<file path="config.mk">
export PLATFORM = sky130hd
export DESIGN_NAME = hsl_to_rgb_converter_flat
export DESIGN_NICKNAME = d
export VERILOG_FILES = /design/src/rtl/hsl2rgb_pkg.sv /design/src/rtl/hsl2rgb_if.sv /design/src/rtl/hsl_to_rgb_converter.sv /design/src/rtl/hsl2rgb_xscale.sv /design/src/flat_wrapper.sv
export SDC_FILE = /design/constraint.sdc
export NUM_CORES = 2
export LEC_CHECK = 0
export BUFFER_PORTS_ARGS = -buffer_cell sky130_fd_sc_hd__buf_2
export CAP_MARGIN = 40
export CORE_MARGIN = 2
export CORE_UTILIZATION = 53
export DETAILED_ROUTE_END_ITERATION = 16
export PLACE_DENSITY = 0.7
export SLEW_MARGIN = 20
export SYNTH_ARGS = -nofsm -noshare
export SYNTH_HDL_FRONTEND = slang
export SYNTH_SLANG_ARGS = --single-unit
</file>
<file path="constraint.sdc">
create_clock -name clock -period 5.6 [get_ports clock]
set_input_delay 0 -clock clock [delete_from_list [all_inputs] [get_ports clock]]
set_output_delay 0 -clock clock [all_outputs]
set_load 0.05 [all_outputs]
</file>
<file path="src/rtl/hsl2rgb_pkg.sv">
// Shared constants and types for the HSL to RGB converter.
// Depends on nothing; every other file of the block refers to it by scoped names.

package hsl2rgb_pkg;

   // Default number of fraction bits of the unit-scaled channels
   localparam int FRACTION_BITS_DEF = 16;

   // Hue in signed 1/64 degree units
   localparam int HUE_W       = 16;
   localparam int HUE_RED_W   = 15;     // reduced hue, 0 .. HUE_FULL-1
   localparam int HUE_POS_W   = 13;     // position within a sector pair
   localparam int HUE_WT_W    = 12;     // weight 0 .. HUE_SECTOR
   localparam int HUE_FULL    = 23040;  // 360 degrees
   localparam int HUE_SECTOR  = 3840;   // 60 degrees

   // Sector width split as a power of two times an odd factor
   localparam int SECTOR_SHIFT = 8;
   localparam int SECTOR_ODD   = 15;

   // Sector codes, named after the hue span they cover
   localparam logic [2:0] SEC_RED_YELLOW    = 3'd0;
   localparam logic [2:0] SEC_YELLOW_GREEN  = 3'd1;
   localparam logic [2:0] SEC_GREEN_CYAN    = 3'd2;
   localparam logic [2:0] SEC_CYAN_BLUE     = 3'd3;
   localparam logic [2:0] SEC_BLUE_MAGENTA  = 3'd4;
   localparam logic [2:0] SEC_MAGENTA_RED   = 3'd5;

   // Load enables for the two stages of the secondary value scaler
   typedef struct packed {
      logic mul;
      logic rcp;
   } stage_en_type;

endpackage

</file>
<file path="src/rtl/hsl2rgb_if.sv">
// Request and response channel interfaces of the HSL to RGB converter.
// Depends on hsl2rgb_pkg for the default channel scale.

interface hsl_req_if #(
   parameter int FRACTION_BITS = hsl2rgb_pkg::FRACTION_BITS_DEF
);
   logic                                 valid;
   logic                                 ready;
   logic signed [hsl2rgb_pkg::HUE_W-1:0] hue;
   logic [FRACTION_BITS:0]               saturation;
   logic [FRACTION_BITS:0]               lightness;

   modport source (output valid, output hue, output saturation, output lightness,
                   input ready);
   modport sink   (input valid, input hue, input saturation, input lightness,
                   output ready);
endinterface

interface hsl_rsp_if #(
   parameter int FRACTION_BITS = hsl2rgb_pkg::FRACTION_BITS_DEF
);
   logic                   valid;
   logic                   ready;
   logic [FRACTION_BITS:0] red;
   logic [FRACTION_BITS:0] green;
   logic [FRACTION_BITS:0] blue;

   modport source (output valid, output red, output green, output blue, input ready);
   modport sink   (input valid, input red, input green, input blue, output ready);
endinterface

</file>
<file path="src/rtl/hsl_to_rgb_converter.sv">
// HSL to RGB converter, top level: five-stage pipeline with valid bits and stall control.
// Depends on hsl2rgb_pkg, the channel interfaces and hsl2rgb_xscale.
//
// Usage:
//   Requests arrive on req_chan (hue in signed 1/64 degree, saturation and lightness
//   scaled so that 2^FRACTION_BITS is one); a request is taken on a clock edge with
//   valid and ready both high. Each request gives exactly one response on rsp_chan
//   with red, green and blue in the same unit scale.
//   A request passes stage 1, which loads at the edge that accepts it, then stages two,
//   three and four, and reaches rsp_chan from the output register, stage 5.
//   Throughput is one request per cycle while rsp_chan.ready stays high; stages 2,
//   3 and 4 each hold one multiplier (chroma, weighting and reciprocal) and set the clock.
//   Each stage advances when it is empty or the stage after it advances, so bubbles
//   are squeezed out and new requests are taken while a response waits at the output.
//   When the receiver holds ready low, the pipeline fills up and then req_chan.ready
//   drops; nothing is lost or repeated.
//   Synchronous reset clears all valid bits; the data registers are not reset.

module hsl_to_rgb_converter #(
   parameter int FRACTION_BITS = hsl2rgb_pkg::FRACTION_BITS_DEF
) (
   input  logic      clock,
   input  logic      reset,
   hsl_req_if.sink   req_chan,
   hsl_rsp_if.source rsp_chan
);

   localparam int CW    = FRACTION_BITS + 1;
   localparam int HRW   = hsl2rgb_pkg::HUE_RED_W;
   localparam int HPW   = hsl2rgb_pkg::HUE_POS_W;
   localparam int HWW   = hsl2rgb_pkg::HUE_WT_W;
   localparam int HXW   = hsl2rgb_pkg::HUE_W + 1;
   localparam logic [CW-1:0] ONE = {1'b1, {FRACTION_BITS{1'b0}}};

   localparam logic signed [HXW-1:0] HUE_FULL_S  = HXW'(hsl2rgb_pkg::HUE_FULL);
   localparam logic signed [HXW-1:0] HUE_NFULL_S = -HXW'(hsl2rgb_pkg::HUE_FULL);
   localparam logic signed [HXW-1:0] HUE_TWO_S   = HXW'(2 * hsl2rgb_pkg::HUE_FULL);
   localparam logic [HRW-1:0] SEC_B1 = HRW'(1 * hsl2rgb_pkg::HUE_SECTOR);
   localparam logic [HRW-1:0] SEC_B2 = HRW'(2 * hsl2rgb_pkg::HUE_SECTOR);
   localparam logic [HRW-1:0] SEC_B3 = HRW'(3 * hsl2rgb_pkg::HUE_SECTOR);
   localparam logic [HRW-1:0] SEC_B4 = HRW'(4 * hsl2rgb_pkg::HUE_SECTOR);
   localparam logic [HRW-1:0] SEC_B5 = HRW'(5 * hsl2rgb_pkg::HUE_SECTOR);
   localparam logic [HPW-1:0] HALF_PAIR = HPW'(hsl2rgb_pkg::HUE_SECTOR);
   localparam logic [HWW-1:0] SEC_WT    = HWW'(hsl2rgb_pkg::HUE_SECTOR);

   // Pipeline control
   logic v1_ff, v2_ff, v3_ff, v4_ff, v5_ff;
   logic en1, en2, en3, en4, en5;
   hsl2rgb_pkg::stage_en_type xs_en;

   // Stage 1 signals
   logic [CW-1:0]          sat_cl, lig_cl;
   logic [CW:0]            twol, one_ext, lig_dev;
   logic [CW-1:0]          onemd_in, onemd_ff, sat1_ff, lig1_ff;
   logic signed [HXW-1:0]  hue_ext, hue_wrap;
   logic [HRW-1:0]         hue_in, hue1_ff;

   // Stage 2 signals
   logic [2*CW-1:0]        chroma_prod;
   logic [CW-1:0]          chroma2_in, chroma2_ff, lig2_ff;
   logic [2:0]             sector2_in, sector2_ff;
   logic [HRW-1:0]         pair_base;
   logic [HPW-1:0]         pos, tdist;
   logic [HWW-1:0]         wt2_in, wt2_ff;

   // Stage 3 and 4 signals
   logic [CW-1:0]          m3_in, chroma3_ff, m3_ff, chroma4_ff, m4_ff;
   logic [2:0]             sector3_ff, sector4_ff;
   logic [CW-1:0]          x4;

   // Stage 5 signals
   logic [CW-1:0]          r1, g1, b1;
   logic [CW-1:0]          red_ff, green_ff, blue_ff;

   // Advance a stage when it is empty or its successor advances
   always_comb begin
      en5 = !v5_ff || rsp_chan.ready;
      en4 = !v4_ff || en5;
      en3 = !v3_ff || en4;
      en2 = !v2_ff || en3;
      en1 = !v1_ff || en2;
      xs_en.mul = en3;
      xs_en.rcp = en4;
   end

   assign req_chan.ready = en1;

   always_ff @(posedge clock) begin
      if (reset) begin
         v1_ff <= 1'b0;
         v2_ff <= 1'b0;
         v3_ff <= 1'b0;
         v4_ff <= 1'b0;
         v5_ff <= 1'b0;
      end else begin
         if (en1) v1_ff <= req_chan.valid;
         if (en2) v2_ff <= v1_ff;
         if (en3) v3_ff <= v2_ff;
         if (en4) v4_ff <= v3_ff;
         if (en5) v5_ff <= v4_ff;
      end
   end

   // Stage 1: clamp to one, form 1 - |2L - 1|, wrap the hue into one turn
   always_comb begin
      sat_cl   = (req_chan.saturation > ONE) ? ONE : req_chan.saturation;
      lig_cl   = (req_chan.lightness > ONE) ? ONE : req_chan.lightness;
      twol     = {lig_cl, 1'b0};
      one_ext  = {1'b0, ONE};
      lig_dev  = (twol >= one_ext) ? (twol - one_ext) : (one_ext - twol);
      onemd_in = ONE - lig_dev[CW-1:0];

      hue_ext = HXW'(req_chan.hue);
      if (hue_ext < HUE_NFULL_S) begin
         hue_wrap = hue_ext + HUE_TWO_S;
      end else if (hue_ext < 0) begin
         hue_wrap = hue_ext + HUE_FULL_S;
      end else if (hue_ext >= HUE_FULL_S) begin
         hue_wrap = hue_ext - HUE_FULL_S;
      end else begin
         hue_wrap = hue_ext;
      end
      hue_in = hue_wrap[HRW-1:0];
   end

   always_ff @(posedge clock) begin
      if (en1) begin
         onemd_ff <= onemd_in;
         sat1_ff  <= sat_cl;
         lig1_ff  <= lig_cl;
         hue1_ff  <= hue_in;
      end
   end

   // Stage 2: chroma product, sector and weight within the sector pair
   always_comb begin
      chroma_prod = (2*CW)'(onemd_ff) * (2*CW)'(sat1_ff);
      chroma2_in  = chroma_prod[FRACTION_BITS +: CW];

      if (hue1_ff >= SEC_B5) begin
         sector2_in = hsl2rgb_pkg::SEC_MAGENTA_RED;
      end else if (hue1_ff >= SEC_B4) begin
         sector2_in = hsl2rgb_pkg::SEC_BLUE_MAGENTA;
      end else if (hue1_ff >= SEC_B3) begin
         sector2_in = hsl2rgb_pkg::SEC_CYAN_BLUE;
      end else if (hue1_ff >= SEC_B2) begin
         sector2_in = hsl2rgb_pkg::SEC_GREEN_CYAN;
      end else if (hue1_ff >= SEC_B1) begin
         sector2_in = hsl2rgb_pkg::SEC_YELLOW_GREEN;
      end else begin
         sector2_in = hsl2rgb_pkg::SEC_RED_YELLOW;
      end

      if (hue1_ff >= SEC_B4) begin
         pair_base = SEC_B4;
      end else if (hue1_ff >= SEC_B2) begin
         pair_base = SEC_B2;
      end else begin
         pair_base = '0;
      end
      pos    = HPW'(hue1_ff - pair_base);
      tdist  = (pos >= HALF_PAIR) ? (pos - HALF_PAIR) : (HALF_PAIR - pos);
      wt2_in = SEC_WT - tdist[HWW-1:0];
   end

   always_ff @(posedge clock) begin
      if (en2) begin
         chroma2_ff <= chroma2_in;
         lig2_ff    <= lig1_ff;
         sector2_ff <= sector2_in;
         wt2_ff     <= wt2_in;
      end
   end

   // Stages 3 and 4: scale chroma by the weight; carry offset and sector alongside
   hsl2rgb_xscale #(
      .FRACTION_BITS (FRACTION_BITS)
   ) u_xscale (
      .clock    (clock),
      .stage_en (xs_en),
      .chroma   (chroma2_ff),
      .weight   (wt2_ff),
      .x_value  (x4)
   );

   assign m3_in = lig2_ff - (chroma2_ff >> 1);

   always_ff @(posedge clock) begin
      if (en3) begin
         chroma3_ff <= chroma2_ff;
         m3_ff      <= m3_in;
         sector3_ff <= sector2_ff;
      end
      if (en4) begin
         chroma4_ff <= chroma3_ff;
         m4_ff      <= m3_ff;
         sector4_ff <= sector3_ff;
      end
   end

   // Stage 5: route chroma and x by sector, add the offset, hold for the receiver
   always_comb begin
      case (sector4_ff)
         hsl2rgb_pkg::SEC_RED_YELLOW: begin
            r1 = chroma4_ff; g1 = x4;         b1 = '0;
         end
         hsl2rgb_pkg::SEC_YELLOW_GREEN: begin
            r1 = x4;         g1 = chroma4_ff; b1 = '0;
         end
         hsl2rgb_pkg::SEC_GREEN_CYAN: begin
            r1 = '0;         g1 = chroma4_ff; b1 = x4;
         end
         hsl2rgb_pkg::SEC_CYAN_BLUE: begin
            r1 = '0;         g1 = x4;         b1 = chroma4_ff;
         end
         hsl2rgb_pkg::SEC_BLUE_MAGENTA: begin
            r1 = x4;         g1 = '0;         b1 = chroma4_ff;
         end
         default: begin
            r1 = chroma4_ff; g1 = '0;         b1 = x4;
         end
      endcase
   end

   always_ff @(posedge clock) begin
      if (en5) begin
         red_ff   <= r1 + m4_ff;
         green_ff <= g1 + m4_ff;
         blue_ff  <= b1 + m4_ff;
      end
   end

   assign rsp_chan.valid = v5_ff;
   assign rsp_chan.red   = red_ff;
   assign rsp_chan.green = green_ff;
   assign rsp_chan.blue  = blue_ff;

endmodule

</file>
<file path="src/rtl/hsl2rgb_xscale.sv">
// Two-stage scaler for the secondary value: x = floor(chroma * w / 3840).
// Depends on hsl2rgb_pkg; stage enables come from the pipeline control in the top level.

module hsl2rgb_xscale #(
   parameter int FRACTION_BITS = hsl2rgb_pkg::FRACTION_BITS_DEF
) (
   input  logic                                 clock,
   input  hsl2rgb_pkg::stage_en_type            stage_en,
   input  logic [FRACTION_BITS:0]               chroma,
   input  logic [hsl2rgb_pkg::HUE_WT_W-1:0]     weight,
   output logic [FRACTION_BITS:0]               x_value
);

   localparam int CW     = FRACTION_BITS + 1;
   localparam int PROD_W = CW + hsl2rgb_pkg::HUE_WT_W;
   localparam int Q_W    = FRACTION_BITS + 4;      // holds up to 15 * ONE
   localparam int K_W    = FRACTION_BITS + 5;
   localparam int RSHIFT = FRACTION_BITS + 8;      // Q_W plus four guard bits
   localparam longint unsigned K_FULL =
      ((64'd1 << RSHIFT) + hsl2rgb_pkg::SECTOR_ODD - 1) / hsl2rgb_pkg::SECTOR_ODD;
   localparam logic [K_W-1:0] RECIP = K_W'(K_FULL);

   logic [PROD_W-1:0]  prod;
   logic [Q_W-1:0]     quot_in, quot_ff;
   logic [Q_W+K_W-1:0] scaled;
   logic [CW-1:0]      x_in, x_ff;

   // Multiply by the weight and drop the power-of-two part of the sector width
   always_comb begin
      prod    = PROD_W'(chroma) * PROD_W'(weight);
      quot_in = prod[hsl2rgb_pkg::SECTOR_SHIFT +: Q_W];
   end

   always_ff @(posedge clock) begin
      if (stage_en.mul) begin
         quot_ff <= quot_in;
      end
   end

   // Divide by fifteen through an exact reciprocal multiply
   always_comb begin
      scaled = (Q_W + K_W)'(quot_ff) * (Q_W + K_W)'(RECIP);
      x_in   = scaled[RSHIFT +: CW];
   end

   always_ff @(posedge clock) begin
      if (stage_en.rcp) begin
         x_ff <= x_in;
      end
   end

   assign x_value = x_ff;

endmodule

</file>
<file path="src/flat_wrapper.sv">
// flat-port wrapper written by rule: the top's interface ports become plain ports
module hsl_to_rgb_converter_flat 
#(
   parameter int FRACTION_BITS = hsl2rgb_pkg::FRACTION_BITS_DEF
)
  (clock, reset, req_chan_valid, req_chan_hue, req_chan_saturation, req_chan_lightness, req_chan_ready, rsp_chan_valid, rsp_chan_red, rsp_chan_green, rsp_chan_blue, rsp_chan_ready);
  hsl_req_if #(.FRACTION_BITS(FRACTION_BITS)) req_chan_i ();
  hsl_rsp_if #(.FRACTION_BITS(FRACTION_BITS)) rsp_chan_i ();
  input  logic clock;
  input  logic reset;
  input wire logic [$bits(req_chan_i.valid)-1:0] req_chan_valid;
  input wire logic [$bits(req_chan_i.hue)-1:0] req_chan_hue;
  input wire logic [$bits(req_chan_i.saturation)-1:0] req_chan_saturation;
  input wire logic [$bits(req_chan_i.lightness)-1:0] req_chan_lightness;
  output wire logic [$bits(req_chan_i.ready)-1:0] req_chan_ready;
  output wire logic [$bits(rsp_chan_i.valid)-1:0] rsp_chan_valid;
  output wire logic [$bits(rsp_chan_i.red)-1:0] rsp_chan_red;
  output wire logic [$bits(rsp_chan_i.green)-1:0] rsp_chan_green;
  output wire logic [$bits(rsp_chan_i.blue)-1:0] rsp_chan_blue;
  input wire logic [$bits(rsp_chan_i.ready)-1:0] rsp_chan_ready;
  assign req_chan_i.valid = req_chan_valid;
  assign req_chan_i.hue = req_chan_hue;
  assign req_chan_i.saturation = req_chan_saturation;
  assign req_chan_i.lightness = req_chan_lightness;
  assign req_chan_ready = req_chan_i.ready;
  assign rsp_chan_valid = rsp_chan_i.valid;
  assign rsp_chan_red = rsp_chan_i.red;
  assign rsp_chan_green = rsp_chan_i.green;
  assign rsp_chan_blue = rsp_chan_i.blue;
  assign rsp_chan_i.ready = rsp_chan_ready;
  hsl_to_rgb_converter #(.FRACTION_BITS(FRACTION_BITS)) u_core (.clock(clock), .reset(reset), .req_chan(req_chan_i), .rsp_chan(rsp_chan_i));
endmodule
</file>
==> run metrics <==
CP max FO 5; share of post-route cells with drive strength above 1 between 10% and 20%; count of nets after finishing 4243; data arrival at the endpoint of the critical path between 6 and 7 ns; top cells by area, synth edfxtp_1, fa_1, ha_1; number of port buffers between 100 and 150; type of the worst setup path register to register; flip-flop count of the largest register, all copies and words added 20; overall die area 0.0614 sq mm; proportion of register bits with asynchronous set or reset after synthesis 0%; Post-Synthesis Net Count about 3900; total DRC errors in the routed layout 0; portion of synthesized cell area occupied by the leading cell type 26.2%; critical-path cell list and2_4 -> fa_1 -> inv_2 -> fa_2 -> fa_1 -> fa_1 -> inv_2 -> fa_1 -> fa_1 -> ha_4 -> a211oi_4 -> buf_4 -> a31oi_4 -> o21ai_2 -> o21ai_2 -> nand3_2 -> o21ai_4 -> buf_4 -> a21oi_4 -> o21bai_1 -> xor2_1; type of origin of the critical path register; worst reg2reg setup slack -0.31 ns; Hold Vio Cnt, Final 0; largest area contributor in the netlist edfxtp_1; Tot GR Track Use between 20 and 25%; synthesized flop and latch total 280; number of primary I/O pins about 110; average via count per standard cell ~5.3; multi-input gate area in the final layout roughly 0.021 sq mm; Synth cell types 76; number of cell rows 89; ratio of final minimum period to clock period 106%; later-pin clock latency in the skew report a little under 0.6 ns; dominant register cell in the synthesized netlist edfxtp_1; Post-Synthesis Cell Area between 0.03 and 0.04 sq mm; most frequent cell on the critical path fa_1; gr ovfl total 0; Max Buffers Root-to-Sink 3; antenna fix cells 0; total via count in the routed design around 22000; final sum of negative setup slack -2.21 ns; EDFF count, synth 275; number of routed nets with antenna violations 0; number of global-route vias before repair roughly 23000; initial antenna violation count 0; router iterations before antenna repair 7; commonest cells after routing, fill and taps aside inv_1, fa_1, nand2_1; routed len/inst 16.5 um; total routed wirelength between 60000 and 70000 um; register containing the most flip-flops in the final layout u_core.u_xscale.quot_ff; cts bufs inserted 31; Final Hold Slack 0.0365 ns; HPWL Detailed 57100 um; endpoint required time on the critical path 5.92 ns; effective utilization at floorplan a little over half; class of the worst hold path primary input to register; worst clock skew about 0.021 ns; Worst Slack Setup Final -0.309 ns; DRT iter0 DRCs slightly below 1000; final number of setup-violating endpoints 12; Post-Syn Instances 3108; weighted congestion reported at the end of routability-driven placement around 0.91; CTS HTree Levels 1; Slowest cell on crit path fa_1; failing checks negative setup slack; global-route wire length before repair ~120000 um; final critical path time including I/O delays and setup just under 6 ns; number of max-slew violations in the final report 0; average cell area after synthesis 10.1 sq um; footprint of the flip-flops and latches approximately 0.0084 sq mm; endpoint kind of the worst setup timing path register; die height 248 um; unrepaired setup endpoints after global routing true; Worst Path Buf+Inv 4; clock slew at reported path FFs 0.06 ns; width of the chip between 200 and 250 um; maximum number of pins on one net before global-route repair a little under 60; cell class contributing the biggest share of worst-path delay adder cells; number of warnings printed during yosys synthesis 0; run status complete, but fails checks; area overhead of the layout relative to synthesis 15.6%; number of sinks driven by the clock tree 280; clock tree from TritonCTS yes; most frequent standard cell in the layout excluding fill and tap cells inv_1; delay of the slowest cell on the worst path between 0.5 and 0.6 ns; number of filler instances in the final layout 4653; maximum clock rate around 0.17 GHz; max capacitance violation total 0; share of synthesized area occupied by flip-flops and latches between 20% and 30%; core area around 0.06 sq mm; Least-Margin Pin Slew ~0.76 ns; master cell of the clock root buffer clkbuf_16; Slew HR between 40% and 50%
==> path summary, 6_finish.rpt <==
path / to / depth (start not counted) / startpoint
max: u_core.chroma2_ff[12] / 21 / u_core.sat1_ff[5]
min: u_core.hue1_ff[11] / 4 / req_chan_hue[10]
max reg2reg: u_core.chroma2_ff[12] / 21 / u_core.sat1_ff[5]
min reg2reg: u_core.lig2_ff[10] / 0 / u_core.lig1_ff[10]
==> layout make-up <==
class	count	area share, %
flip-flops and latches	280	22.9
multi-input cells	2148	57.9
clock buffers	34	2.16
clock inverters	23	0.515
well taps	773	2.66
inverters	588	6.06
repair buffers	375	7.77
==> worst register-to-register path: stages (launching register included) <==
cell,delay [ns]
edfxtp_1,0.48
and2_4,0.20
fa_1,0.54
inv_2,0.04
fa_2,0.53
fa_1,0.43
fa_1,0.54
inv_2,0.04
fa_1,0.51
fa_1,0.45
ha_4,0.33
a211oi_4,0.07
buf_4,0.14
a31oi_4,0.15
o21ai_2,0.10
o21ai_2,0.22
nand3_2,0.15
o21ai_4,0.23
buf_4,0.15
a21oi_4,0.06
o21bai_1,0.18
xor2_1,0.10
==> per-stage QoR <==
step	util [%]	cell area (sq um)	instances	setup slack, ns
global route	61.8	36400	4221	-0.428
floorplan	-	31600	3108	0.00175
detailed placement	57.6	34000	4053	-0.456
finish	61.8	36400	4221	-0.309
CTS	60.7	35700	4182	-0.175
global placement	57.6	33900	4052	-0.366
==> layer usage <==
metal / global-route usage [%] / part of all wire [%]
met5: 0 / 0
met4: 6.27 / 2.8
met3: 1.82 / 3.7
met2: 42.6 / 51
met1: 29.2 / 42
==> Yosys cell counts (3+ instances only) <==
cell type,number
nand2_1,377
nor4_1,8
xor2_1,49
a221o_1,3
a22o_1,48
o31ai_1,11
dfxtp_1,5
clkbuf_1,81
o2111ai_1,4
or3_1,10
or2_2,7
and3_1,24
fa_1,394
ha_1,371
a41oi_1,5
a2111oi_0,4
a21boi_0,6
inv_1,588
o21a_1,15
and2_1,174
nand2b_1,8
o21bai_1,6
edfxtp_1,275
a21o_1,40
o21ai_0,51
xnor2_1,115
a22oi_1,4
nor3b_1,3
a31oi_1,11
nand3_1,37
a211oi_1,16
o211ai_1,9
nor3_1,36
a21oi_1,102
buf_2,6
a211o_1,8
nor2b_1,45
o21ai_1,3
nand4_1,3
nor2_1,101
==> cells by family (layout without fill, tap and decap cells) <==
group / Yosys count / after routing / share of synthesized area, %
multiplexers: 3 / 3 / 0.0992
XOR/XNOR: 165 / 165 / 4.61
AO/OA/AOI/OAI: 367 / 367 / 7.93
flip-flops: 280 / 280 / 26.5
buffers and inverters: 680 / 1020 / 8.16
adder cells (fa/ha/maj): 765 / 765 / 39.7
AND/OR/NAND/NOR: 848 / 848 / 12.9
==> timing repair <==
item | CTS | global route
hold endpoints to repair | 66 | 0
endpoints found under the setup margin | 16 | 28
gates cloned | 0 | 1
buffers inserted | 13 | 41
resized for setup | 29 | 85
pin swaps | 25 | 101
hold buffers | 59 | 0
Power is not shown: default switching activity piles up to over one toggle a cycle in this logic, so the estimate is an artifact.
